[src/rtl/i2cm_pkg.sv]
// Shared types and codes for the bit-level I2C master core.
package i2cm_pkg;

   localparam int UNIT_W     = 16;
   localparam int POLL_W     = 8;
   localparam int CSR_IDX_W  = 4;
   localparam int CSR_DATA_W = 16;

   localparam logic [UNIT_W-1:0] UNIT_TICKS_RST     = 16'd128;
   localparam logic [POLL_W-1:0] ACK_POLL_LIMIT_RST = 8'd250;

   // Register indexes on the csr channel
   localparam logic [CSR_IDX_W-1:0] CSR_UNIT_TICKS     = 4'd0;
   localparam logic [CSR_IDX_W-1:0] CSR_ACK_POLL_LIMIT = 4'd1;

   // Command codes carried by an item
   localparam logic [2:0] MODE_START    = 3'd0;
   localparam logic [2:0] MODE_STOP     = 3'd1;
   localparam logic [2:0] MODE_WRITE    = 3'd2;
   localparam logic [2:0] MODE_READ     = 3'd3;
   localparam logic [2:0] MODE_WAIT_ACK = 3'd4;

   typedef struct packed {
      logic [UNIT_W-1:0] unit_ticks;
      logic [POLL_W-1:0] ack_poll_limit;
   } cfg_type;

   typedef struct packed {
      logic       cmd_valid;
      logic [2:0] mode;
      logic [7:0] write_data;
      logic       send_ack;
      logic       sda_in;
   } item_type;

   typedef struct packed {
      logic       scl_level;
      logic       sda_level;
      logic       sda_is_output;
      logic       busy_res;
      logic       done_res;
      logic [7:0] read_data;
      logic       ack_timeout;
   } result_type;

endpackage

[src/rtl/i2cm_csr.sv]
// Configuration registers of the I2C master: unit length and ack poll limit.
module i2cm_csr #(
   parameter logic [i2cm_pkg::UNIT_W-1:0] UnitTicksRst    = i2cm_pkg::UNIT_TICKS_RST,
   parameter logic [i2cm_pkg::POLL_W-1:0] AckPollLimitRst = i2cm_pkg::ACK_POLL_LIMIT_RST
) (
   input  logic                              clock,
   input  logic                              reset,
   input  logic                              csr_valid,
   output logic                              csr_ready,
   input  logic [i2cm_pkg::CSR_IDX_W-1:0]    csr_index,
   input  logic [i2cm_pkg::CSR_DATA_W-1:0]   csr_data,
   output i2cm_pkg::cfg_type                 cfg
);

   logic [i2cm_pkg::UNIT_W-1:0] unit_ticks_ff, unit_ticks_in;
   logic [i2cm_pkg::POLL_W-1:0] poll_limit_ff, poll_limit_in;

   assign csr_ready = 1'b1;

   always_comb begin
      unit_ticks_in = unit_ticks_ff;
      poll_limit_in = poll_limit_ff;
      if (csr_valid) begin
         // drop writes to indexes beyond the register list
         if (csr_index == i2cm_pkg::CSR_UNIT_TICKS) begin
            unit_ticks_in = csr_data[i2cm_pkg::UNIT_W-1:0];
         end else if (csr_index == i2cm_pkg::CSR_ACK_POLL_LIMIT) begin
            poll_limit_in = csr_data[i2cm_pkg::POLL_W-1:0];
         end
      end
   end

   always_ff @(posedge clock) begin
      if (reset) begin
         unit_ticks_ff <= UnitTicksRst;
         poll_limit_ff <= AckPollLimitRst;
      end else begin
         unit_ticks_ff <= unit_ticks_in;
         poll_limit_ff <= poll_limit_in;
      end
   end

   assign cfg.unit_ticks     = unit_ticks_ff;
   assign cfg.ack_poll_limit = poll_limit_ff;

endmodule

[src/rtl/i2cm_engine.sv]
// Bus waveform sequencer: one tick per step, state registers double as result.
module i2cm_engine (
   input  logic                  clock,
   input  logic                  reset,
   input  logic                  step_en,
   input  i2cm_pkg::item_type    item,
   input  i2cm_pkg::cfg_type     cfg,
   output i2cm_pkg::result_type  result
);

   typedef enum logic [4:0] {
      PH_IDLE, PH_S1, PH_S2, PH_P1, PH_P2, PH_W1, PH_W2A, PH_W2B, PH_W3,
      PH_R1, PH_R2A, PH_R2B, PH_R3, PH_A1, PH_A2, PH_K1, PH_KP, PH_KL,
      PH_T1, PH_T2
   } phase_type;

   phase_type                   phase_ff, phase_in;
   logic [i2cm_pkg::UNIT_W-1:0] unit_count_ff, unit_count_in;
   logic [2:0]                  bit_index_ff, bit_index_in;
   logic [7:0]                  shift_ff, shift_in;
   logic [i2cm_pkg::POLL_W-1:0] poll_count_ff, poll_count_in;
   logic                        ack_flag_ff, ack_flag_in;
   logic                        scl_ff, scl_in;
   logic                        sda_ff, sda_in;
   logic                        sda_dir_ff, sda_dir_in;
   logic [7:0]                  rd_byte_ff, rd_byte_in;
   logic                        ack_choice_ff, ack_choice_in;
   logic                        done_ff, done_in;
   logic [i2cm_pkg::UNIT_W:0]   unit_next;
   logic                        finish;

   always_comb begin
      phase_in      = phase_ff;
      unit_count_in = unit_count_ff;
      bit_index_in  = bit_index_ff;
      shift_in      = shift_ff;
      poll_count_in = poll_count_ff;
      ack_flag_in   = ack_flag_ff;
      scl_in        = scl_ff;
      sda_in        = sda_ff;
      sda_dir_in    = sda_dir_ff;
      rd_byte_in    = rd_byte_ff;
      ack_choice_in = ack_choice_ff;
      done_in       = 1'b0;
      finish        = 1'b0;
      unit_next     = {1'b0, unit_count_ff} + 1'b1;

      if (phase_ff == PH_IDLE) begin
         if (item.cmd_valid) begin
            unit_count_in = '0;
            case (item.mode)
               i2cm_pkg::MODE_START: begin
                  sda_dir_in = 1'b1; scl_in = 1'b1; sda_in = 1'b1; phase_in = PH_S1;
               end
               i2cm_pkg::MODE_STOP: begin
                  sda_dir_in = 1'b1; scl_in = 1'b0; sda_in = 1'b0; phase_in = PH_P1;
               end
               i2cm_pkg::MODE_WRITE: begin
                  sda_dir_in   = 1'b1;
                  scl_in       = 1'b0;
                  shift_in     = item.write_data;
                  bit_index_in = '0;
                  sda_in       = item.write_data[7];
                  phase_in     = PH_W1;
               end
               i2cm_pkg::MODE_READ: begin
                  sda_dir_in    = 1'b0;
                  scl_in        = 1'b0;
                  shift_in      = '0;
                  bit_index_in  = '0;
                  ack_choice_in = item.send_ack;
                  phase_in      = PH_R1;
               end
               i2cm_pkg::MODE_WAIT_ACK: begin
                  sda_dir_in = 1'b0; scl_in = 1'b1; poll_count_in = '0; phase_in = PH_K1;
               end
               default: begin
                  // unknown command: stay idle
               end
            endcase
         end
      end else if (unit_next >= {1'b0, cfg.unit_ticks}) begin
         // end of unit: take the next pin step
         unit_count_in = '0;
         case (phase_ff)
            PH_S1:  begin sda_in = 1'b0; phase_in = PH_S2; end
            PH_S2:  begin scl_in = 1'b0; finish = 1'b1; end
            PH_P1:  begin scl_in = 1'b1; phase_in = PH_P2; end
            PH_P2:  begin sda_in = 1'b1; finish = 1'b1; end
            PH_W1:  begin scl_in = 1'b1; phase_in = PH_W2A; end
            PH_W2A: phase_in = PH_W2B;
            PH_W2B: begin scl_in = 1'b0; phase_in = PH_W3; end
            PH_W3: begin
               shift_in = {shift_ff[6:0], 1'b0};
               if (bit_index_ff == 3'd7) begin
                  finish = 1'b1;
               end else begin
                  bit_index_in = bit_index_ff + 3'd1;
                  sda_in       = shift_ff[6];
                  phase_in     = PH_W1;
               end
            end
            PH_R1: begin
               scl_in   = 1'b1;
               shift_in = {shift_ff[6:0], item.sda_in};
               phase_in = PH_R2A;
            end
            PH_R2A: phase_in = PH_R2B;
            PH_R2B: begin
               scl_in = 1'b0;
               if (bit_index_ff == 3'd7) begin
                  phase_in = PH_R3;
               end else begin
                  bit_index_in = bit_index_ff + 3'd1;
                  phase_in     = PH_R1;
               end
            end
            PH_R3: begin
               sda_dir_in = 1'b1;
               sda_in     = ~ack_choice_ff;
               phase_in   = PH_A1;
            end
            PH_A1:  begin scl_in = 1'b1; phase_in = PH_A2; end
            PH_A2:  begin scl_in = 1'b0; rd_byte_in = shift_ff; finish = 1'b1; end
            PH_K1, PH_KP: begin
               if (!item.sda_in) begin
                  scl_in      = 1'b0;
                  ack_flag_in = 1'b0;
                  finish      = 1'b1;
               end else if (poll_count_ff >= cfg.ack_poll_limit) begin
                  phase_in = PH_KL;
               end else begin
                  poll_count_in = poll_count_ff + 1'b1;
                  phase_in      = PH_KP;
               end
            end
            PH_KL: begin
               sda_dir_in = 1'b1; scl_in = 1'b0; sda_in = 1'b0; phase_in = PH_T1;
            end
            PH_T1:  begin scl_in = 1'b1; phase_in = PH_T2; end
            PH_T2: begin
               sda_in = 1'b1; scl_in = 1'b0; ack_flag_in = 1'b1; finish = 1'b1;
            end
            default: finish = 1'b1;
         endcase
         if (finish) begin
            phase_in = PH_IDLE;
            done_in  = 1'b1;
         end
      end else begin
         unit_count_in = unit_next[i2cm_pkg::UNIT_W-1:0];
      end
   end

   always_ff @(posedge clock) begin
      if (reset) begin
         phase_ff      <= PH_IDLE;
         unit_count_ff <= '0;
         bit_index_ff  <= '0;
         shift_ff      <= '0;
         poll_count_ff <= '0;
         ack_flag_ff   <= 1'b0;
         scl_ff        <= 1'b1;
         sda_ff        <= 1'b1;
         sda_dir_ff    <= 1'b0;
         rd_byte_ff    <= '0;
         ack_choice_ff <= 1'b0;
         done_ff       <= 1'b0;
      end else if (step_en) begin
         phase_ff      <= phase_in;
         unit_count_ff <= unit_count_in;
         bit_index_ff  <= bit_index_in;
         shift_ff      <= shift_in;
         poll_count_ff <= poll_count_in;
         ack_flag_ff   <= ack_flag_in;
         scl_ff        <= scl_in;
         sda_ff        <= sda_in;
         sda_dir_ff    <= sda_dir_in;
         rd_byte_ff    <= rd_byte_in;
         ack_choice_ff <= ack_choice_in;
         done_ff       <= done_in;
      end
   end

   assign result.scl_level     = scl_ff;
   assign result.sda_level     = sda_ff;
   assign result.sda_is_output = sda_dir_ff;
   assign result.busy_res      = (phase_ff != PH_IDLE);
   assign result.done_res      = done_ff;
   assign result.read_data     = rd_byte_ff;
   assign result.ack_timeout   = ack_flag_ff;

   a_done_idle: assert property (@(posedge clock) disable iff (reset)
      done_ff |-> phase_ff == PH_IDLE)
      else $error("done raised while a command still runs");

   a_idle_count: assert property (@(posedge clock) disable iff (reset)
      phase_ff == PH_IDLE |-> unit_count_ff == '0)
      else $error("unit counter not cleared in idle");

   a_hold_stall: assert property (@(posedge clock) disable iff (reset)
      !step_en |=> $stable(phase_ff) && $stable(done_ff) && $stable(rd_byte_ff))
      else $error("sequencer moved without a step");

   a_timeout_release: assert property (@(posedge clock) disable iff (reset)
      step_en && phase_ff == PH_T2 && unit_next >= {1'b0, cfg.unit_ticks}
      |=> ack_flag_ff && sda_ff && sda_dir_ff && !scl_ff)
      else $error("timeout stop left bus in wrong state");

endmodule

[src/rtl/i2c_bit_level_master_core.sv]
// Top level of the bit-level I2C master: input stage, sequencer and csr block.
//
// Each req item is one bus tick carrying an optional command and the sampled
// SDA level; each accepted item yields exactly one rsp item that shows the pin
// levels and status after that tick. One item is accepted per cycle while req_ready
// is high. rsp_valid rises after req acceptance once the item has been captured
// in an input register and the sequencer registers, which also form the rsp
// register, have advanced on it; a stalled rsp can delay that advance. A
// stalled rsp holds the input register, and req_ready drops only while both
// registers are full. Waveform steps last csr unit_ticks items each; a
// wait-for-ACK times out after ack_poll_limit extra polls, then sends a stop.
// Configuration writes are taken every cycle and should be made while idle.
module i2c_bit_level_master_core #(
   parameter logic [i2cm_pkg::UNIT_W-1:0] UnitTicksRst    = i2cm_pkg::UNIT_TICKS_RST,
   parameter logic [i2cm_pkg::POLL_W-1:0] AckPollLimitRst = i2cm_pkg::ACK_POLL_LIMIT_RST
) (
   input  logic                             clock,
   input  logic                             reset,
   input  logic                             req_valid,
   output logic                             req_ready,
   input  logic                             req_cmd_valid,
   input  logic [2:0]                       req_mode,
   input  logic [7:0]                       req_write_data,
   input  logic                             req_send_ack,
   input  logic                             req_sda_in,
   output logic                             rsp_valid,
   input  logic                             rsp_ready,
   output logic                             rsp_scl_level,
   output logic                             rsp_sda_level,
   output logic                             rsp_sda_is_output,
   output logic                             rsp_busy_res,
   output logic                             rsp_done_res,
   output logic [7:0]                       rsp_read_data,
   output logic                             rsp_ack_timeout,
   input  logic                             csr_valid,
   output logic                             csr_ready,
   input  logic [i2cm_pkg::CSR_IDX_W-1:0]   csr_index,
   input  logic [i2cm_pkg::CSR_DATA_W-1:0]  csr_data
);

   i2cm_pkg::cfg_type    cfg;
   i2cm_pkg::item_type   item_ff, item_in;
   i2cm_pkg::result_type result;
   logic                 in_valid_ff, in_valid_in;
   logic                 rsp_valid_ff, rsp_valid_in;
   logic                 advance;
   logic                 step_en;
   logic                 req_take;

   // result slot frees when empty or being taken
   assign advance   = !rsp_valid_ff || rsp_ready;
   assign step_en   = in_valid_ff && advance;
   assign req_ready = !in_valid_ff || advance;
   assign req_take  = req_valid && req_ready;

   always_comb begin
      item_in = item_ff;
      if (req_take) begin
         item_in.cmd_valid  = req_cmd_valid;
         item_in.mode       = req_mode;
         item_in.write_data = req_write_data;
         item_in.send_ack   = req_send_ack;
         item_in.sda_in     = req_sda_in;
      end
      if (req_take) begin
         in_valid_in = 1'b1;
      end else if (step_en) begin
         in_valid_in = 1'b0;
      end else begin
         in_valid_in = in_valid_ff;
      end
      if (step_en) begin
         rsp_valid_in = 1'b1;
      end else if (rsp_ready) begin
         rsp_valid_in = 1'b0;
      end else begin
         rsp_valid_in = rsp_valid_ff;
      end
   end

   always_ff @(posedge clock) begin
      item_ff <= item_in;
      if (reset) begin
         in_valid_ff  <= 1'b0;
         rsp_valid_ff <= 1'b0;
      end else begin
         in_valid_ff  <= in_valid_in;
         rsp_valid_ff <= rsp_valid_in;
      end
   end

   i2cm_csr #(
      .UnitTicksRst    (UnitTicksRst),
      .AckPollLimitRst (AckPollLimitRst)
   ) u_csr (
      .clock     (clock),
      .reset     (reset),
      .csr_valid (csr_valid),
      .csr_ready (csr_ready),
      .csr_index (csr_index),
      .csr_data  (csr_data),
      .cfg       (cfg)
   );

   i2cm_engine u_engine (
      .clock   (clock),
      .reset   (reset),
      .step_en (step_en),
      .item    (item_ff),
      .cfg     (cfg),
      .result  (result)
   );

   assign rsp_valid         = rsp_valid_ff;
   assign rsp_scl_level     = result.scl_level;
   assign rsp_sda_level     = result.sda_level;
   assign rsp_sda_is_output = result.sda_is_output;
   assign rsp_busy_res      = result.busy_res;
   assign rsp_done_res      = result.done_res;
   assign rsp_read_data     = result.read_data;
   assign rsp_ack_timeout   = result.ack_timeout;

endmodule
[config.mk]
export PLATFORM = sky130hd
export DESIGN_NAME = i2c_bit_level_master_core
export DESIGN_NICKNAME = d
export VERILOG_FILES = /design/src/rtl/i2cm_pkg.sv /design/src/rtl/i2cm_csr.sv /design/src/rtl/i2cm_engine.sv /design/src/rtl/i2c_bit_level_master_core.sv
export SDC_FILE = /design/constraint.sdc
export NUM_CORES = 1
export LEC_CHECK = 0
export BUFFER_PORTS_ARGS = -buffer_cell sky130_fd_sc_hd__buf_2
export CORE_UTILIZATION = 31
export CTS_BUF_LIST = sky130_fd_sc_hd__clkbuf_4 sky130_fd_sc_hd__clkbuf_8 sky130_fd_sc_hd__clkbuf_16
export CTS_CLUSTER_DIAMETER = 100
export CTS_CLUSTER_SIZE = 14
export DETAILED_ROUTE_END_ITERATION = 8
export PLACE_DENSITY = 0.51
export SYNTH_ARGS = -nofsm -noshare
export SYNTH_HDL_FRONTEND = slang
export SYNTH_SLANG_ARGS = --single-unit
export TNS_END_PERCENT = 30
[constraint.sdc]
create_clock -name clock -period 3.95 [get_ports clock]
set_input_delay 0.79 -clock clock [delete_from_list [all_inputs] [get_ports clock]]
set_output_delay 0.79 -clock clock [all_outputs]
set_load 0.005 [all_outputs]
==> results of run 1 <==
power groups by stage:
stage / clock [W] / combinational [W] / sequential, W
global placement: 0 / 0.000359 / 0.00103
detailed placement: 0 / 0.000363 / 0.00104
finish: 0.000854 / 0.000368 / 0.00101
floorplan: 0 / 0.000259 / 0.00103
global route: 0.000915 / 0.000407 / 0.00102
CTS: 0.000881 / 0.000365 / 0.00101
cells in the mapped netlist, types with 9 or more instances:
library cell and instances:
xor2_1 14, nand2_1 84, ha_1 28, xnor2_1 21, a21oi_1 59, and3_1 9, buf_2 10, nand3_1 28
inv_1 29, o21ai_0 35, dfxtp_1 80, nor3_1 13, a311oi_1 9, mux2i_1 11, nor2_1 52, a211o_1 10
edfxtp_1 14, clkbuf_1 22
worst max-delay path, cell delays in order, from the launching register on:
cell       delay (ns)
dfxtp_1          0.40
ha_1             0.25
nand4_1          0.17
or2_2            0.33
xnor2_1          0.13
ha_1             0.33
nand4_1          0.13
nor3_1           0.26
a2111oi_2        0.08
o31ai_2          0.47
a211oi_4         0.12
buf_6            0.19
or4_1            0.53
a21oi_1          0.15
path summary, 6_finish.rpt:
kind,endpoint,slack (ns),cells past startpoint
setup / recovery,u_engine.phase_ff[4],0.32,13
hold / removal,u_csr.unit_ticks_ff[8],0.46,2
setup reg to reg,u_engine.phase_ff[4],0.32,13
hold reg to reg,u_csr.unit_ticks_ff[8],0.46,2
repair_timing:
action	CTS	global route
setup endpoints to repair	0	1
resized for setup	0	1
hold endpoints to repair	0	0
registers in the layout (all words and copies together), names as in the netlist:
name,count
rsp_valid,1
u_engine.sda_dir_ff,1
u_csr.unit_ticks_ff,16
u_engine.bit_index_ff,3
u_engine.done_ff,1
u_engine.poll_count_ff,8
in_valid_ff,1
u_engine.sda_ff,1
u_engine.shift_ff,8
u_engine.phase_ff,5
u_engine.ack_choice_ff,1
u_engine.scl_ff,1
u_engine.rd_byte_ff,8
u_engine.ack_flag_ff,1
item_ff,14
u_csr.poll_limit_ff,8
u_engine.unit_count_ff,16
cell families (layout without fill, tap and decap cells):
kind of cell | Yosys count | count (layout)
and+or+nand+nor | 226 | 226
AOI/OAI and AO/OA | 172 | 172
DFF | 94 | 94
buffers and inverters | 70 | 114
xor gates and xnor gates | 35 | 35
adders and majority gates | 28 | 28
muxes | 11 | 11
other | 1 | 1
final cells by class:
type / instances / area share (%)
Clock buffer: 12 / 4.314
Clock inverter: 4 / 0.4978
Inverter: 31 / 1.929
Multi-Input combinational cell: 473 / 49.01
Sequential cell: 94 / 33.52
Tap cell: 220 / 4.563
Timing Repair Buffer: 67 / 6.161
metrics by stage:
stage	power [W]	cells	instance area, um2	worst slack (ns)
floorplan	0.001288	637	5259	0.7774
global placement	0.001394	885	5738	0.4805
detailed placement	0.001399	885	5738	0.2992
CTS	0.002260	901	6028	0.3001
global route	0.002339	901	6032	0.03831
finish	0.002237	901	6032	0.3181
metal layers:
| metal | track usage (%) | vias up | wire (um) |
|---|---|---|---|
| met5 | 0 | - | 0 |
| met4 | 7.407 | 0 | 387 |
| met3 | 4.537 | 20 | 781 |
| met2 | 25.34 | 142 | 6220 |
| met1 | 20.62 | 2163 | 6320 |
| li1 | - | 2350 | - |
==> results.toml, run 1 <==
[timing]
finClkSkew_ns = 0.009746
holdWs_ns = 0.4619
setup_viol = 0
post-route-period-util_pct = 91.95
worstMarginPinSlew_ns = 0.9993
fmax_mhz = 275.3
period_minus_slack_ns = 3.632
hold_violations = 0
tns_ns = 0
maxSlewViolCount = 0
rsz0062_at_grt = "false"
max_slew_margin_pct = 33.09

[yosys]
synth_cell_types = 63
synth_top_area_cell = "dfxtp_1"
synth_area_leaders = "dfxtp_1 30%, edfxtp_1 8.0%, ha_1 6.7%, nand2_1 6.0%, a21oi_1 5.6%"
synth_area_per_cell_um2 = 8.256
seq_area_frac_synth_pct = 38.45
yosys.area_share.xor_xnor_pct = 5.829
yosys_warnings = 0
synth_edf_count = 14
async_flop_share_pct = 0
synth_top_family_by_area = "compound AO/OA/AOI/OAI gates"
synth_top_area_share_pct = 30.45
synthMuxAreaShare_pct = 2.094
syn-num-nets = 704
netlist_instances = 637
synth_area_um2 = 5259
synthAdderAreaFrac_pct = 6.662
synth_compound_area_share_pct = 21.77
synth_ff_type = "dfxtp_1"
synth-seq-cells = 94
synth-simple-area-share_pct = 19.68

[clock_network]
clkTransAtPathRegs_ns = 0.07
cts_tree = "done"
clockBufferDepth = 2
htreeDepth = 3
clock_sinks = 94
post_cts_buffers = 0
cts_hold_buffers = 0
cts_buffers = 9
cts-root-buf = "clkbuf_16"
clk_latency_ns = 0.35

[floorplanning]
design.die.area_um2 = 17490
fp-row-count = 47
io-pin-count = 56
core-area_um2 = 16580
dieHeight_um = 132.2
start_util_pct = 31.71
die_x_um = 132.2

[final_layout]
mostFrequentLayoutCells = "84 x nand2_1, 80 x dfxtp_1, 59 x a21oi_1"
drive_gt1_share_pct = 14.10
num_antenna_cells = 0
areaGrowthSynthToFinish_pct = 14.70
final_nets = 743
register_area_um2 = 2022
fillerInstances = 1742
multi_input_area_um2 = 2957
postLayoutCoreUtil_pct = 36.37
final_common_cell = "nand2_1"

[pwr]
vdd_drop_max_v = 0.0002456
power_density_nw_per_um2 = 370.8
p_switching_w = 0.0006533
seqPwrFrac_pct = 45.3
power_frac_clock_pct = 38.2
combPwrFrac_pct = 16.5
p_leak_nw = 2.389
netSwitchingFraction_pct = 29.21
p_int_w = 0.001583

[grt]
grt_pass1_vias = 4512
grt_usage_pct = 16.18
gr-total-overflow = 0
antenna_found_initial = 0
grt_pass1_wl_um = 22560
grt_max_degree = 58

[routing]
wirelength_um = 13710
ant_nets = 0
drt_iter0_drc = 387
drcViolationCount = 0
drt-pass1-iter-count = 5
vias = 4675
wire_per_inst_um = 15.22
viasPerCell = 5.189

[setup_path]
crit_arrival_ns = 3.91
cp_max_fo = 28
reg2reg_from = "u_engine.unit_count_ff[0]"
end_kind = "flip-flop"
cp.required_ns = 4.23
critical_path_class = "flip-flop to flip-flop"
start_kind = "flip-flop"
crit_start = "u_engine.unit_count_ff[0]"

[worst_hold_path]
min_path_type = "flip-flop to flip-flop"
hp-start = "u_csr.unit_ticks_ff[8]"

[place]
numPortBuffers = 54
place.gp.congestion = 0.8452
hpwl_um = 9978

[outcome]
status = "complete, no violations"

[run]
cap_violations = 0
(Power assumes the default switching activity.)
==> run 2, diff against run 1 <==
- PLACE_DENSITY: 0.51 -> default
- RECOVER_POWER: default -> 100
- SKIP_LAST_GASP: default -> 1
==> results.toml, run 2 (synthesis results as in run 1) <==
[outcome]
status = "complete, no violations"

[floorplanning]
dieHeight_um = 132.2
die_x_um = 132.2
start_util_pct = 31.71
io-pin-count = 56
design.die.area_um2 = 17490
fp-row-count = 47
core-area_um2 = 16580

[timing]
maxSlewViolCount = 0
period_minus_slack_ns = 3.651
hold_violations = 0
setup_viol = 0
finClkSkew_ns = 0.006879
post-route-period-util_pct = 92.42
fmax_mhz = 273.9
holdWs_ns = 0.4569
tns_ns = 0
worstMarginPinSlew_ns = 1.033
rsz0062_at_grt = "false"
max_slew_margin_pct = 30.81

[pwr]
p_leak_nw = 2.399
combPwrFrac_pct = 16.2
netSwitchingFraction_pct = 28.44
vdd_drop_max_v = 0.0003028
p_switching_w = 0.0006591
p_int_w = 0.001659
power_frac_clock_pct = 39.8
seqPwrFrac_pct = 44.0
power_density_nw_per_um2 = 380.8

[run]
cap_violations = 0

[setup_path]
cp.required_ns = 3.16
cp_max_fo = 22
reg2regPathDepth = 13
crit_arrival_ns = 2.86
critical_path_class = "flip-flop to primary output"
end_kind = "primary output"
start_kind = "flip-flop"

[clock_network]
cts-root-buf = "clkbuf_16"
postCtsResizedCells = 0
clkTransAtPathRegs_ns = 0.07
clockBufferDepth = 2
cts_tree = "done"
clock_sinks = 94
clk_latency_ns = 0.35
htreeDepth = 3
cts_buffers = 9

[routing]
wire_per_inst_um = 14.83
viasPerCell = 5.152
drt-pass1-iter-count = 5
wirelength_um = 13460
ant_nets = 0
vias = 4678
drcViolationCount = 0
drt_iter0_drc = 289

[final_layout]
final_common_cell = "nand2_1"
final_nets = 750
mostFrequentLayoutCells = "84 x nand2_1, 80 x dfxtp_1, 59 x a21oi_1"
fillerInstances = 1758
drive_gt1_share_pct = 13.37
areaGrowthSynthToFinish_pct = 15.73
top_regs = "u_csr.unit_ticks_ff x16, u_engine.unit_count_ff x16, item_ff x14"
postLayoutCoreUtil_pct = 36.70
num_antenna_cells = 0

[place]
hpwl_um = 9536
numPortBuffers = 54
place.gp.congestion = 0.8602

[worst_hold_path]
min_path_type = "flip-flop to flip-flop"
hold-path-cell-count = 2

[grt]
grt_pass1_vias = 4312
gr-total-overflow = 0
grt_usage_pct = 15.95
grt_pass1_wl_um = 22400
antenna_found_initial = 1
grt_max_degree = 58
## run 2: cell types whose count changed in the layout (fill, tap and decap cells not counted), moves of 2 or more
cell / delta
clkbuf_1: +10
buf_2: -8
buf_4: +3
clkbuf_4: +3
clkbuf_8: -2
## run 2: critical path, stage by stage, from the launching register on
cell and delay [ns]:
dfxtp_1 0.83, nor2_1 0.25, and3_1 0.45, inv_2 0.13, clkbuf_1 0.65, clkbuf_1 0.19
## run 2: power groups by stage
stage | combinational (W) | clock [W] | sequential (W)
after global routing | 0.000413 | 0.000978 | 0.00102
final | 0.000375 | 0.000924 | 0.00102
after floorplan | 0.000259 | 0 | 0.00103
after detailed placement | 0.000357 | 0 | 0.00104
after global placement | 0.000359 | 0 | 0.00104
after CTS | 0.000359 | 0.000946 | 0.00102
## run 2: layer usage
metal | up-vias | GRT usage, % | wire [um]
li1 | 2362 | - | -
met1 | 2154 | 21.58 | 6614
met2 | 134 | 24.66 | 5889
met3 | 26 | 3.076 | 619
met4 | 2 | 7.024 | 329
met5 | - | 0 | 11
## run 2: layout make-up
class                           count  area [um2]  share of cell area (%)
Multi-Input combinational cell    473        2957                   48.58
Sequential cell                    94        2022                   33.22
Clock inverter                      5       55.05                  0.9046
Tap cell                          220       275.3                   4.523
Clock buffer                       11       257.7                   4.235
Timing Repair Buffer               74       402.9                   6.620
Inverter                           31       116.4                   1.912
## run 2: path summary, 6_finish.rpt
kind	start	end	slack, ns
worst min-delay path	u_csr.unit_ticks_ff[11]	u_csr.unit_ticks_ff[11]	0.46
worst max-delay path	u_engine.phase_ff[1]	rsp_busy_res	0.30
worst min register to register	u_csr.unit_ticks_ff[11]	u_csr.unit_ticks_ff[11]	0.46
worst max register to register	u_engine.unit_count_ff[0]	u_engine.phase_ff[1]	0.31
## run 2: stage by stage
stage          area, um2  setup slack [ns]  power (W)  std cells
2_1_floorplan       5259            0.7774   0.001288        637
3_3_place_gp        5761            0.3015   0.001399        888
3_5_place_dp        5761            0.2343   0.001398        888
4_1_cts             6073            0.2236   0.002324        904
5_1_grt             6086           0.02650   0.002414        908
6_report            6086            0.2995   0.002318        908
## run 2: timing repair
item,4_1_cts,5_1_grt
setup endpoints to repair,0,12
buffers inserted,0,4
hold buffers,0,0
